**src/rtl/mwf_pkg.sv**
```systemverilog
// ----------------------------------------------------------------------------
// mwf_pkg: shared types and constants of the median window filter
// Register map, config bundle and per-item control flags used across modules.
// ----------------------------------------------------------------------------
package mwf_pkg;

  localparam int KERNEL_SIZE_DEF = 3;
  localparam int MAX_WIDTH_DEF   = 1024;

  localparam int PIXEL_BITS  = 8;
  localparam int WIDTH_BITS  = 11;
  localparam int HEIGHT_BITS = 13;
  localparam int ADDR_BITS   = 3;
  localparam int DATA_BITS   = 32;

  localparam int QUEUE_DEPTH = 4;
  localparam int QUEUE_AW    = 2;
  localparam int QUEUE_CW    = 3;

  localparam logic REG_IMAGE_WIDTH  = 1'b0;
  localparam logic REG_IMAGE_HEIGHT = 1'b1;

  // effective frame geometry plus frame restart strobe
  typedef struct packed {
    logic [WIDTH_BITS-1:0]  width;
    logic [HEIGHT_BITS-1:0] height;
    logic                   restart;
  } cfg_t;

  typedef struct packed {
    logic border;
    logic last;
  } item_ctl_t;

endpackage

```
**src/rtl/mwf_queue.sv**
```systemverilog
// ----------------------------------------------------------------------------
// mwf_queue: short FIFO between front and back
// Flip-flop storage, first-word-fall-through read, occupancy count out.
// ----------------------------------------------------------------------------
module mwf_queue #(
  parameter int WIDTH = 8
) (
  input  logic                          clk,
  input  logic                          rst,
  input  logic                          push,
  input  logic [WIDTH-1:0]              wdata,
  input  logic                          pop,
  output logic [WIDTH-1:0]              rdata,
  output logic                          empty,
  output logic [mwf_pkg::QUEUE_CW-1:0]  count
);

  logic [WIDTH-1:0]             mem [mwf_pkg::QUEUE_DEPTH];
  logic [mwf_pkg::QUEUE_AW-1:0] wr_ptr, rd_ptr;

  always_ff @(posedge clk) begin
    if (rst) begin
      wr_ptr <= '0;
      rd_ptr <= '0;
      count  <= '0;
    end else begin
      if (push) begin
        wr_ptr <= wr_ptr + 1'b1;
      end
      if (pop) begin
        rd_ptr <= rd_ptr + 1'b1;
      end
      if (push && !pop) begin
        count <= count + 1'b1;
      end else if (pop && !push) begin
        count <= count - 1'b1;
      end
    end
    if (push) begin
      mem[wr_ptr] <= wdata;
    end
  end

  assign rdata = mem[rd_ptr];
  assign empty = (count == '0);

`ifndef SYNTH
  a_no_overflow: assert property (@(posedge clk) disable iff (rst)
    !(push && !pop && count == mwf_pkg::QUEUE_CW'(mwf_pkg::QUEUE_DEPTH)))
    else $error("queue overflow");
  a_no_underflow: assert property (@(posedge clk) disable iff (rst)
    !(pop && empty))
    else $error("queue underflow");
`endif

endmodule

```
**config.mk**
```make
export PLATFORM = sky130hd
export DESIGN_NAME = mwf_queue
export DESIGN_NICKNAME = d
export VERILOG_FILES = /design/src/rtl/mwf_pkg.sv /design/src/rtl/mwf_queue.sv
export SDC_FILE = /design/constraint.sdc
export NUM_CORES = 1
export LEC_CHECK = 0
export BUFFER_PORTS_ARGS = -buffer_cell sky130_fd_sc_hd__clkbuf_2
export CAP_MARGIN = 20
export CORE_MARGIN = 4
export CORE_UTILIZATION = 45
export DETAILED_ROUTE_END_ITERATION = 7
export PLACE_DENSITY = 0.72
export SLEW_MARGIN = 5
export SYNTH_ARGS = -nofsm -noshare
export SYNTH_HDL_FRONTEND = slang
export SYNTH_SLANG_ARGS = --single-unit
```
**constraint.sdc**
```tcl
create_clock -name clk -period 1.67 [get_ports clk]
set_clock_uncertainty 0.1 [all_clocks]
set_input_delay 0.167 -clock clk [delete_from_list [all_inputs] [get_ports clk]]
set_output_delay 0.167 -clock clk [all_outputs]
set_load 0.02 [all_outputs]
```
**Yosys cells after proc, flatten, opt, wreduce, memory -nomap -nowiden**

Memory sizes are Yosys's and may differ from the RTL's. A register that Yosys moved wholly into a read port is not among the register bits.
Index checks and enable logic that the tools add are counted.
Widths: inputs -> output; s select.

- Register bits after elaboration: 7
- Word-level logic and storage cells: 20
- ROM bits: 0
- Memories kept: 1
- Memory bits (writable): 32
- Output and inout port bits: 12
- Input port bits: 12
- Latch bits: 0

- Equal/unequal tests: 0
- Muxes and demuxes: 6
- $mul: 0
- Add/sub/neg operators: 4
- Order comparisons: 0
- Reductions and logical operators: 6
- Shifts and indexed selects: 0
- Bitwise gates (word level): 0
- Div/mod/pow operators: 0

Memory list:

| memory | depth | bits a word | rd ports | clocked after memory_dff | write ports | line | RTL |
|---|---|---|---|---|---|---|---|
| mem | 4 | 8 | 1 | 1 | 1 | mwf_queue.sv:18 | `logic [WIDTH-1:0] mem [mwf_pkg::QUEUE_DEPTH];` |

Operators with widths:

| operator | count |
|---|---|
| $mux 3 | 2 |
| $add 2x1->2 const B | 2 |
| $mux 2 | 2 |
| $add 3x1->3 const B | 1 |
| $logic_not 3->1 | 1 |
| $sub 3x1->3 const B | 1 |
| $logic_and 1x1->1 | 2 |
| $logic_not 1->1 | 2 |
| $mux 1 | 2 |
| $reduce_bool 2->1 | 1 |

**Logic depth before layout (Yosys ltp)**

- Depth after elaboration: 4
- Depth in mapped cells: 7
- Depth with buffers taken out: 7

**Worst setup path after synthesis**

OpenSTA, ideal clock, no wires.

- Path type: register -> register
- Start: register count[0] (netlist bit)
- End: register count[2] (netlist bit)
- Stages on the path, launching flop included: 5
- Slack: 0.093 ns
- Data required time: 1.500 ns
- Setup time: 0.070 ns
- Arrival time: 1.407 ns
- Cells stage by stage: dfxtp_1 -> fa_1 -> xor2_1 -> or3_1 -> a21oi_1

- Longest elaborated chain between the ends: 3
- Elaborated cells on any way between the ends: 4
- Those cells by class: add/sub: 2; mux: 2

Ends and longest elaborated chain:

| element | line | RTL |
|---|---|---|
| from (decl) | mwf_queue.sv:15 | `output logic [mwf_pkg::QUEUE_CW-1:0] count` |
| from (signal assigned) | mwf_queue.sv:34 | `count <= count + 1'b1;` |
| from (signal assigned) | mwf_queue.sv:36 | `count <= count - 1'b1;` |
| $sub 3x1->3 | mwf_queue.sv:36 |  |
| $mux 3 | mwf_queue.sv:35 | `end else if (pop && !push) begin` |
| $mux 3 (*) | mwf_queue.sv:33 | `if (push && !pop) begin` |

Every way passes the cells marked *; elsewhere a longest branch is shown, timed or not. The select of a mux whose other input is x is not followed.
A chain may end at the register's enable or synchronous reset.

==> impl_results.md <==
* CTS root buf: clkbuf_4
* Die area at 4521 um^2
* Wirelength per Cell at 14.08 um
* Final setup viols at 8
* RSZ-0062 raised after global routing: yes
* Max Clock Freq at 565.6 MHz
* Post-Synth Simple-Gate Area at 4.200%
* IO Port Bufs at 23
* Synth top cells by count: 32 x edfxtp_1, 9 x dfxtp_1, 8 x mux4_2
* H-tree depth at 2
* Initial Util at 46.95%
* Mapped Cells at 85
* Layout area overhead at 25.91%
* Crit share post-route at 105.9%
* Normalized max-slew margin at 71.01%
* Die Ht at 67.24 um
* Share of the synthesized area in the top cell type at 60.86%
* Inst Count DP at 155
* Post-DP HPWL at 1.695 mm
* Max_cap viols at 0
* Status: finished with violations
* Sequential area share after synthesis at 72.27%
* Post-DRT Antenna Nets at 0
* Post-layout net count at 144
* Grt ovf at 0
* Type of the tightest min-delay check: in -> reg
* Synth Area in XOR/XNOR at 2.773%
* Seq cells post-synth at 41
* Slew @ Worst Pin at 434.9 ps
* Met3 wire length at 130 um
* Wire length on met2 at 1.270 mm
* Sw Ratio at 24.15%
* Post-synth EDFFs at 32
* Max Root-Sink Buffers at 2
* CTS clk-pin slew, worst paths at 100 ps
* Failing checks: setup timing
* Routed WL at 2.436 mm
* Post-layout util at 59.11%
* Combinational share of power at 18.5%
* Critical path fanouts, max at 4
* Largest net degree at the start of global routing at 13
* Boundary Pins at 24
* Final WS setup at -98.03 ps
* Die width at 67.24 um
* Post-Synth Adder-Cell Area at 5.230%
* # clock sinks at 41
* Critical Path Source Type: flip-flop
* Count leader, synth: edfxtp_1
* Count of different cell masters after synthesis at 19
* DRT met1 WL at 967 um
* Hold Fails Final Rpt at 0
* Routed via count at 840
* Uppermost layer routed: met4
* Rows at 21
* Synth area leaders: edfxtp_1 61%, dfxtp_1 11%, mux4_2 11%
* Drt via density at 4.855
* Drt pass-1 iters at 4
* Prevailing post-synth register cell: edfxtp_1
* Asr flop ratio synth at 0%
* Compound-Gate Fraction of Synth Area at 0.6339%
* Net Count, Synth at 103
* Initial DRC count at 24
* Hold WS at 110.5 ps
* Initial antenna violation count at 0
* Cell Int Power at 1.569 mW
* Ys Warns at 0
* Reg power frac at 58.3%
* Cell taking the most area after synthesis: edfxtp_1
* Antenna Cells at 0
* Switching pwr at 0.4996 mW
* DRC at 0
* Syn avg cell area at 18.58 um^2
* Gpl congestion at 0.7199
* First-pass GRT wire length at 3.974 mm
* Crit path time final at 1768 ps
* Fin cells at 173
* CP Data Arrival Time at 1500 ps
* Area of the mapped netlist at 1579 um^2
* Largest family of logic cells by synthesized area: multiplexers
* CTS buffer count at 5
* Power density cells at 1040 nW/um^2
* CTS tree: yes
* Slew Limit Fails at 0
* Core area at 3363 um^2
* Share of layout cells above drive strength 1 at 34.65%
* CP Capture Type: output pin
* GRT Overall Usage at 12.87%
* Final Power at 2.068 mW
* Maximum vdd drop at 655.3 uV
* Fraction of synthesized area in multiplexers at 12.68%
* Leak at 0.7454 nW
* Clock Latency Late Sink at 330 ps
* Worst endpoint required time at 1400 ps
* CP Class: reg -> out
* Vias in the first global route at 892
* Clock power frac at 23.3%
-- path summary, 6_finish.rpt --
| check | end | cells after the start | slack, ps | from |
|---|---|---|---|---|
| setup / recovery | rdata[1] | 3 | -100 | flip-flop |
| hold / removal | rd_ptr[0] | 4 | 110 | pop |
| setup reg to reg | count[2] | 4 | 100 | count[0] |
| hold reg to reg | count[2] | 2 | 430 | count[2] |
-- cell families (layout without fill, tap and decap cells) --
family,Yosys count,in the layout
flip-flops,41,41
AND/OR/NAND/NOR,14,14
multiplexers,10,10
buffers and inverters,7,49
adder cells (fa/ha/maj),6,6
XOR/XNOR,5,5
AO/OA/AOI/OAI,2,2
-- flip-flops by register name, indices dropped and copies added (netlist names), named ones only --
signal and count:
wr_ptr 2, mem 32, count 3, rd_ptr 2
-- repair_timing --
item | in CTS | in global routing
setup buffers | 1 | 0
resized for setup | 8 | 21
endpoints found under the hold margin | 37 | 0
endpoints found under the setup margin | 8 | 8
hold buffers | 9 | 0
-- worst max-delay path: stages, from the launching register on --
cell	delay, ps
dfxtp_4	370
buf_6	120
mux4_2	530
buf_8	150
-- power groups by stage --
stage,registers [mW],logic [mW],clock network [mW]
2_1_floorplan,1.23,0.203,0
3_3_place_gp,1.23,0.307,0
3_5_place_dp,1.23,0.315,0
4_1_cts,1.21,0.353,0.498
5_1_grt,1.21,0.414,0.538
6_report,1.21,0.382,0.481
-- cell usage in the layout, fill, tap and decap left out, types with 3 or more instances in the layout --
cell,count
and2_1,4
buf_4,3
buf_6,8
clkbuf_2,15
clkbuf_4,5
dfxtp_1,7
dlygate4sd3_1,9
edfxtp_1,32
ha_1,5
inv_1,4
mux4_2,8
nor2_1,7
xor2_1,3
-- layout make-up --
type,count,area (um^2)
fillers,288,1375
flip-flops and latches,41,1146
multi-input cells,37,402.9
repair buffers,37,307.8
clock buffers,8,58.81
well taps,46,57.56
inverters,4,15.01
-- through the flow --
stage / cell area [um^2] / setup WS (ps) / setup TNS, ps
2_1_floorplan: 1579 / 93.04 / 0
3_3_place_gp: 1762 / 35.95 / 0
3_5_place_dp: 1762 / -19.77 / -19.77
4_1_cts: 1946 / -139.8 / -913.3
5_1_grt: 1988 / -180.5 / -1186
6_report: 1988 / -98.03 / -600.8
-- per-layer routing --
metal | vias up | GRT usage, %
met4 | 0 | 8.861
met5 | - | 0
met2 | 23 | 20.61
met1 | 412 | 14.92
li1 | 398 | -
met3 | 7 | 3.661
Note: power is estimated with default switching activity, not from simulation.
