--- config.mk ---
export PLATFORM = sky130hd
export DESIGN_NAME = mwf_back
export DESIGN_NICKNAME = d
export VERILOG_FILES = /design/src/rtl/mwf_pkg.sv /design/src/rtl/mwf_back.sv
export SDC_FILE = /design/constraint.sdc
export NUM_CORES = 1
export LEC_CHECK = 0
export BUFFER_PORTS_ARGS = -buffer_cell sky130_fd_sc_hd__buf_2
export CORE_ASPECT_RATIO = 1.5
export CORE_MARGIN = 1.5
export CORE_UTILIZATION = 46
export DETAILED_ROUTE_END_ITERATION = 7
export PLACE_DENSITY = 0.64
export SYNTH_ARGS = -nofsm -noshare
export SYNTH_HDL_FRONTEND = slang
export SYNTH_SLANG_ARGS = --single-unit
--- constraint.sdc ---
create_clock -name clk -period 11.5 [get_ports clk]
set_input_delay 1.15 -clock clk [delete_from_list [all_inputs] [get_ports clk]]
set_output_delay 1.15 -clock clk [all_outputs]
set_load 0.005 [all_outputs]
--- src/rtl/mwf_pkg.sv ---
// ----------------------------------------------------------------------------
// mwf_pkg: shared types and constants of the median window filter
// Register map, config bundle and per-item control flags used across modules.
// ----------------------------------------------------------------------------
package mwf_pkg;

  localparam int KERNEL_SIZE_DEF = 3;
  localparam int MAX_WIDTH_DEF   = 1024;

  localparam int PIXEL_BITS  = 8;
  localparam int WIDTH_BITS  = 11;
  localparam int HEIGHT_BITS = 13;
  localparam int ADDR_BITS   = 3;
  localparam int DATA_BITS   = 32;

  localparam int QUEUE_DEPTH = 4;
  localparam int QUEUE_AW    = 2;
  localparam int QUEUE_CW    = 3;

  localparam logic REG_IMAGE_WIDTH  = 1'b0;
  localparam logic REG_IMAGE_HEIGHT = 1'b1;

  // effective frame geometry plus frame restart strobe
  typedef struct packed {
    logic [WIDTH_BITS-1:0]  width;
    logic [HEIGHT_BITS-1:0] height;
    logic                   restart;
  } cfg_t;

  typedef struct packed {
    logic border;
    logic last;
  } item_ctl_t;

endpackage

--- src/rtl/mwf_back.sv ---
// ----------------------------------------------------------------------------
// mwf_back: median select pipeline and output register
// Rank by pairwise compare, pick rank TAPS/2, mux border pixel, hold result.
// ----------------------------------------------------------------------------
module mwf_back #(
  parameter int KERNEL_SIZE = mwf_pkg::KERNEL_SIZE_DEF,
  localparam int PAD        = KERNEL_SIZE / 2,
  localparam int WIN        = 2 * PAD + 1,
  localparam int TAPS       = WIN * WIN
) (
  input  logic                                clk,
  input  logic                                rst,
  input  logic                                q_valid,
  input  logic [TAPS*mwf_pkg::PIXEL_BITS-1:0] q_taps,
  input  logic [mwf_pkg::PIXEL_BITS-1:0]      q_center,
  input  mwf_pkg::item_ctl_t                  q_ctl,
  output logic                                q_pop,
  input  logic                                pop,
  output logic                                empty,
  output logic [mwf_pkg::PIXEL_BITS-1:0]      pixel_out,
  output logic                                last_of_frame
);

  localparam int PB = mwf_pkg::PIXEL_BITS;
  localparam int RW = $clog2(TAPS + 1);

  logic en;
  logic va, vb, vc;

  logic [PB-1:0]      a_taps [TAPS];
  logic [TAPS-1:0]    a_lt   [TAPS];
  logic [PB-1:0]      a_center;
  mwf_pkg::item_ctl_t a_ctl;

  logic [PB-1:0]      b_taps [TAPS];
  logic [TAPS-1:0]    b_sel;
  logic [PB-1:0]      b_center;
  mwf_pkg::item_ctl_t b_ctl;

  logic [PB-1:0]      q_tap  [TAPS];
  logic [TAPS-1:0]    lt_d   [TAPS];
  logic [TAPS-1:0]    sel_d;
  logic [PB-1:0]      med;

  assign en    = !vc || pop;
  assign q_pop = en && q_valid;
  assign empty = !vc;

  always_comb begin
    for (int i = 0; i < TAPS; i++) begin
      q_tap[i] = q_taps[i*PB +: PB];
    end
    // j ranks below i: smaller, or equal and earlier
    for (int i = 0; i < TAPS; i++) begin
      for (int j = 0; j < TAPS; j++) begin
        lt_d[i][j] = (q_tap[j] < q_tap[i]) || ((q_tap[j] == q_tap[i]) && (j < i));
      end
    end
    for (int i = 0; i < TAPS; i++) begin
      sel_d[i] = (RW'($countones(a_lt[i])) == RW'(TAPS / 2));
    end
    med = '0;
    for (int i = 0; i < TAPS; i++) begin
      med = med | (b_taps[i] & {PB{b_sel[i]}});
    end
  end

  always_ff @(posedge clk) begin
    if (rst) begin
      va <= 1'b0;
      vb <= 1'b0;
      vc <= 1'b0;
    end else if (en) begin
      va <= q_valid;
      vb <= va;
      vc <= vb;
    end
    if (en) begin
      a_taps        <= q_tap;
      a_lt          <= lt_d;
      a_center      <= q_center;
      a_ctl         <= q_ctl;
      b_taps        <= a_taps;
      b_sel         <= sel_d;
      b_center      <= a_center;
      b_ctl         <= a_ctl;
      pixel_out     <= b_ctl.border ? b_center : med;
      last_of_frame <= b_ctl.last;
    end
  end

`ifndef SYNTH
  // border windows may hold stale line data, so only interior ones are checked
  a_one_median: assert property (@(posedge clk) disable iff (rst)
    (vb && !b_ctl.border) |-> $onehot(b_sel))
    else $error("median select not one-hot");
`endif

endmodule

-- Word level (Yosys, flattened, before mapping)
Cells that the tools add are included.
W data, S select, Z words.
- logic and storage cells: 294
- register bits: 266
- input bits: 86
- output and inout bits: 11
- muxes and demuxes: 1
- equal/unequal tests: 45
- magnitude comparators: 81
- $add $sub $neg: 72
- reductions and logical operators: 39
- bitwise operators: 17
- operators with widths (kind ; count):
    $lt A8 B8 Y1 ; 81
    $eq A8 B8 Y1 ; 36
    $add A1 B1 Y2 ; 36
    $and A8 B8 Y8 ; 9
    $or A8 B8 Y8 ; 8
    $add A2 B2 Y3 ; 15
    $logic_or A1 B1 Y1 ; 37
    $add A4 B1 Y4 ; 9
    $eq A4 B4 Y1 const B ; 9
    $add A3 B3 Y4 ; 7
    $add A4 B4 Y4 ; 5
    $mux W8 ; 1
    $logic_and A1 B1 Y1 ; 1
    $logic_not A1 Y1 ; 1

-- Longest topological paths before layout
- depth after elaboration: 10
- mapped depth: 11
- depth with buffers taken out: 11

-- Least setup slack after synthesis
Ideal clock, no wire load.
- path type: input-to-output
- from: input port pop
- to: output port q_pop
- slack: 3.698 ns
- data required time: 10.350 ns
- buffers on the path: 0
- arrival time: 6.652 ns
- cell stages on the path: 3
- cell sequence: nor2_4 -> inv_1 -> and2_1
- word-level cells in the longest chain between the ends: 2
- ends and longest elaborated chain (what ; line ; text):
    start, declared ; mwf_back.sv:18 ; input logic pop,
    $logic_or A1 B1 Y1 ; mwf_back.sv:45 ; assign en = !vc || pop;
    $logic_and A1 B1 Y1 ; mwf_back.sv:46 ; assign q_pop = en && q_valid;
    end, declared ; mwf_back.sv:17 ; output logic q_pop,
No other way between the ends.

-- Worst setup path after layout
Ends and elaborated chain as after synthesis.

==> flow_metrics.py <==
metrics = {
    "status": {
        "status": "complete, no violations",
    },
    "sta": {
        "clock.fmax_mhz": 295.8,
        "tightest_slew_ns": 0.9127,
        "period_share_pct": 29.40,
        "fin_ws_ns": 8.119,
        "setup_violations": 0,
        "hold_viol": 0,
        "slew_viol_final": 0,
        "setup-tns-final_ns": 0,
        "rsz0062_at_grt": "no",
        "period_needed_ns": 3.381,
        "slew_headroom_pct": 39.15,
        "clock_skew_ns": 0.01750,
    },
    "placement": {
        "place.gp.congestion": 0.8744,
        "place.detailed.hpwl_um": 33470,
        "dp_slack_ns": 8.031,
        "numPortBuffers": 96,
    },
    "drt": {
        "first_pass_iters": 4,
        "vias": 11210,
        "vias_per_cell": 5.839,
        "drc": 0,
        "wirelength_um": 44200,
        "wl_per_cell_um": 23.03,
        "postRouteAntennaNets": 0,
        "drt_iter0_drc": 682,
    },
    "setup_path": {
        "critPathMaxFanout": 131,
        "crit_type": "input pin to output pin",
        "r2r_start": "a_lt[55]$_DFFE_PN_",
        "critPathMostFrequentCell": "buf_2",
        "crit_chain": "buf_2 > nor2_4 > inv_8 > and2_1 > buf_2",
        "required_ns": 10.35,
        "r2r_setup_slack_ns": 8.44,
        "cp_slowest_cell": "inv_8",
        "worstSetupStartpointType": "input pin",
        "r2r-end": "b_sel[2]$_DFFE_PN_",
        "crit_path_max_incr_delay_ns": 0.54,
        "arrival_ns": 2.23,
        "end_kind": "output pin",
        "r2r_cells": 11,
    },
    "logic_synthesis": {
        "ys_warn_count": 0,
        "ys_seq_elements": 257,
        "synth-seq-area-share_pct": 46.62,
        "synth_edf_count": 254,
        "synth_area_um2": 16490,
        "syn_inst": 1318,
        "synthesis.nets": 1773,
        "avgSynthCellArea_um2": 12.51,
        "yosysUniqueCellTypes": 34,
        "synth-async-reset-ratio_pct": 0,
        "synthFlopType": "edfxtp_1",
    },
    "cts": {
        "clk_latency_ns": 0.53,
        "tritoncts.num_buffers": 25,
        "cts-hold-fix-buffers": 0,
        "clk_pin_slew_ns": 0.06,
        "htree_levels": 1,
        "cts_buffer_depth": 3,
        "cts_root_buf": "clkbuf_16",
        "cts_setup_buffers": 0,
        "cts_resized": 0,
        "cts_sinks": 257,
        "cts_tree": "yes",
    },
    "die": {
        "fp.dieArea_um2": 37020,
        "ios": 97,
        "die_x_um": 157.6,
        "num_rows": 84,
        "start_util_pct": 46.84,
        "core_area_um2": 35210,
        "chipHeight_um": 234.9,
    },
    "hold_path": {
        "min_path_cells": 0,
        "hold_class": "register to register",
        "worstHoldStart": "a_taps[21]$_DFFE_PN_",
        "min_to": "b_taps[21]$_DFFE_PN_",
    },
    "cells_and_area": {
        "nets": 1887,
        "antenna_cells": 0,
        "area_growth_pct": 10.77,
        "drive_gt1_share_pct": 12.03,
        "final_util_pct": 51.88,
        "num-fill-cells": 3076,
    },
    "pwr": {
        "power.leakage_nw": 7.826,
        "powerDensity_nw_per_um2": 146.3,
        "power_switching_uw": 788.3,
        "swShare_pct": 29.49,
        "vdd_ir_drop_max_v": 0.0001526,
        "power_frac_comb_pct": 24.9,
        "pwr-share-seq_pct": 44.8,
        "clkPwrFrac_pct": 30.3,
        "internal_power_mw": 1.885,
    },
    "grt": {
        "antenna_found_initial": 2,
        "grt_pass1_vias": 11540,
        "grt_max_degree": 132,
        "grt_overflow_total": 0,
        "grt_pass1_wl_um": 66380,
        "track_usage_pct": 24.53,
    },
    "job": {
        "maxCapViolCount": 0,
    },
}
-- worst max-delay path by stage --
stage                     start     to  slack, ns  cells past startpoint
after floorplan             pop  q_pop       3.70                      3
after global placement      pop  q_pop       8.07                      5
after detailed placement    pop  q_pop       8.03                      5
after CTS                   pop  q_pop       8.04                      5
after global routing        pop  q_pop       7.99                      5
final                       pop  q_pop       8.12                      5
-- synthesized netlist by cell type (2+ instances only) --
master,n,share of area (%)
ha_1,332,25
edfxtp_1,254,46
inv_1,142,3.2
a21oi_1,137,4.2
nand4_1,72,2.7
o21ai_0,65,2.0
fa_1,37,4.5
nor2b_1,37,1.4
o211ai_1,36,1.6
or2_2,36,1.4
nand2_1,31,0.71
o21a_1,26,1.2
a22o_1,16,0.85
nor2_1,14,0.32
a221oi_1,12,0.64
a211oi_1,10,0.46
o31a_1,10,0.53
o31ai_1,10,0.46
a32oi_1,8,0.42
buf_6,7,0.48
a221oi_2,4,0.36
and3b_1,3,0.16
dfxtp_1,3,0.36
nand3_1,3,0.091
clkbuf_2,2,0.061
nor3_1,2,0.061
nor4b_1,2,0.11
-- power by group through the flow --
stage | Clock (mW) | Sequential [mW] | Combinational (mW)
after floorplan | 0 | 1.19 | 0.465
after global placement | 0 | 1.22 | 0.633
after detailed placement | 0 | 1.22 | 0.668
after CTS | 0.825 | 1.20 | 0.674
after global routing | 0.852 | 1.21 | 0.776
final | 0.809 | 1.20 | 0.666
-- cell usage in the layout, fill, tap and decap left out, types with 10 or more instances in the layout --
| cell | count |
|---|---|
| inv_1 | 141 |
| o31a_1 | 10 |
| nand4_1 | 72 |
| a22o_1 | 16 |
| nor2_1 | 14 |
| o21ai_0 | 65 |
| a21oi_1 | 137 |
| edfxtp_1 | 254 |
| o31ai_1 | 10 |
| clkbuf_16 | 25 |
| or2_2 | 36 |
| fa_1 | 37 |
| buf_2 | 96 |
| o21a_1 | 26 |
| a221oi_1 | 12 |
| o211ai_1 | 36 |
| a211oi_1 | 10 |
| nor2b_1 | 37 |
| nand2_1 | 31 |
| ha_1 | 332 |
-- cell type report --
type | instances | area (um^2) | area share [%]
multi-input combinational | 908 | 8169 | 44.72
sequential | 257 | 7687 | 42.08
clock buffer | 27 | 633.1 | 3.466
tap | 473 | 591.8 | 3.240
inverter | 142 | 540.5 | 2.959
timing repair buffer | 98 | 495.5 | 2.713
clock inverter | 14 | 148.9 | 0.8151
-- cells by family after synthesis --
| kind of cell | count (synthesis) | synth area share, % |
|---|---|---|
| AND/OR/NAND/NOR | 204 | 7.147 |
| buffers and inverters | 153 | 3.847 |
| adder cells (fa/ha/maj) | 369 | 29.68 |
| AO/OA/AOI/OAI | 335 | 12.71 |
| flip-flops | 257 | 46.62 |
-- metrics by stage --
step	power [mW]	instances	hold WS, ns	cell area [um^2]
after floorplan	1.654	1318	0.4003	16490
after global placement	1.850	1878	0.4005	17480
after detailed placement	1.888	1878	0.4045	17480
after CTS	2.699	1919	0.4121	18270
after global routing	2.837	1919	0.4227	18270
final	2.673	1919	0.4138	18270
-- registers in the layout, summed over array words and instances (netlist names), 8 cells and up --
signal / flops
a_lt: 72
a_taps: 72
b_taps: 72
b_sel: 9
a_center: 8
b_center: 8
pixel_out: 8
-- layer usage --
metal  up-vias  track usage (%)  part of all wire [%]  wire length [um]
met4         4            13.41                   5.9              2620
met2       299            43.55                    51             22570
met1      5486            28.68                    39             17100
li1       5303                -                     -                 -
met3       113            2.435                   4.2              1878
met5         -                0                 0.048                21
-- worst max-delay path: cells and delay by family --
kind                   cells  cell delay [ns]
buffers and inverters      3             0.76
AND/OR/NAND/NOR            2             0.30
(Power assumes the default switching activity.)
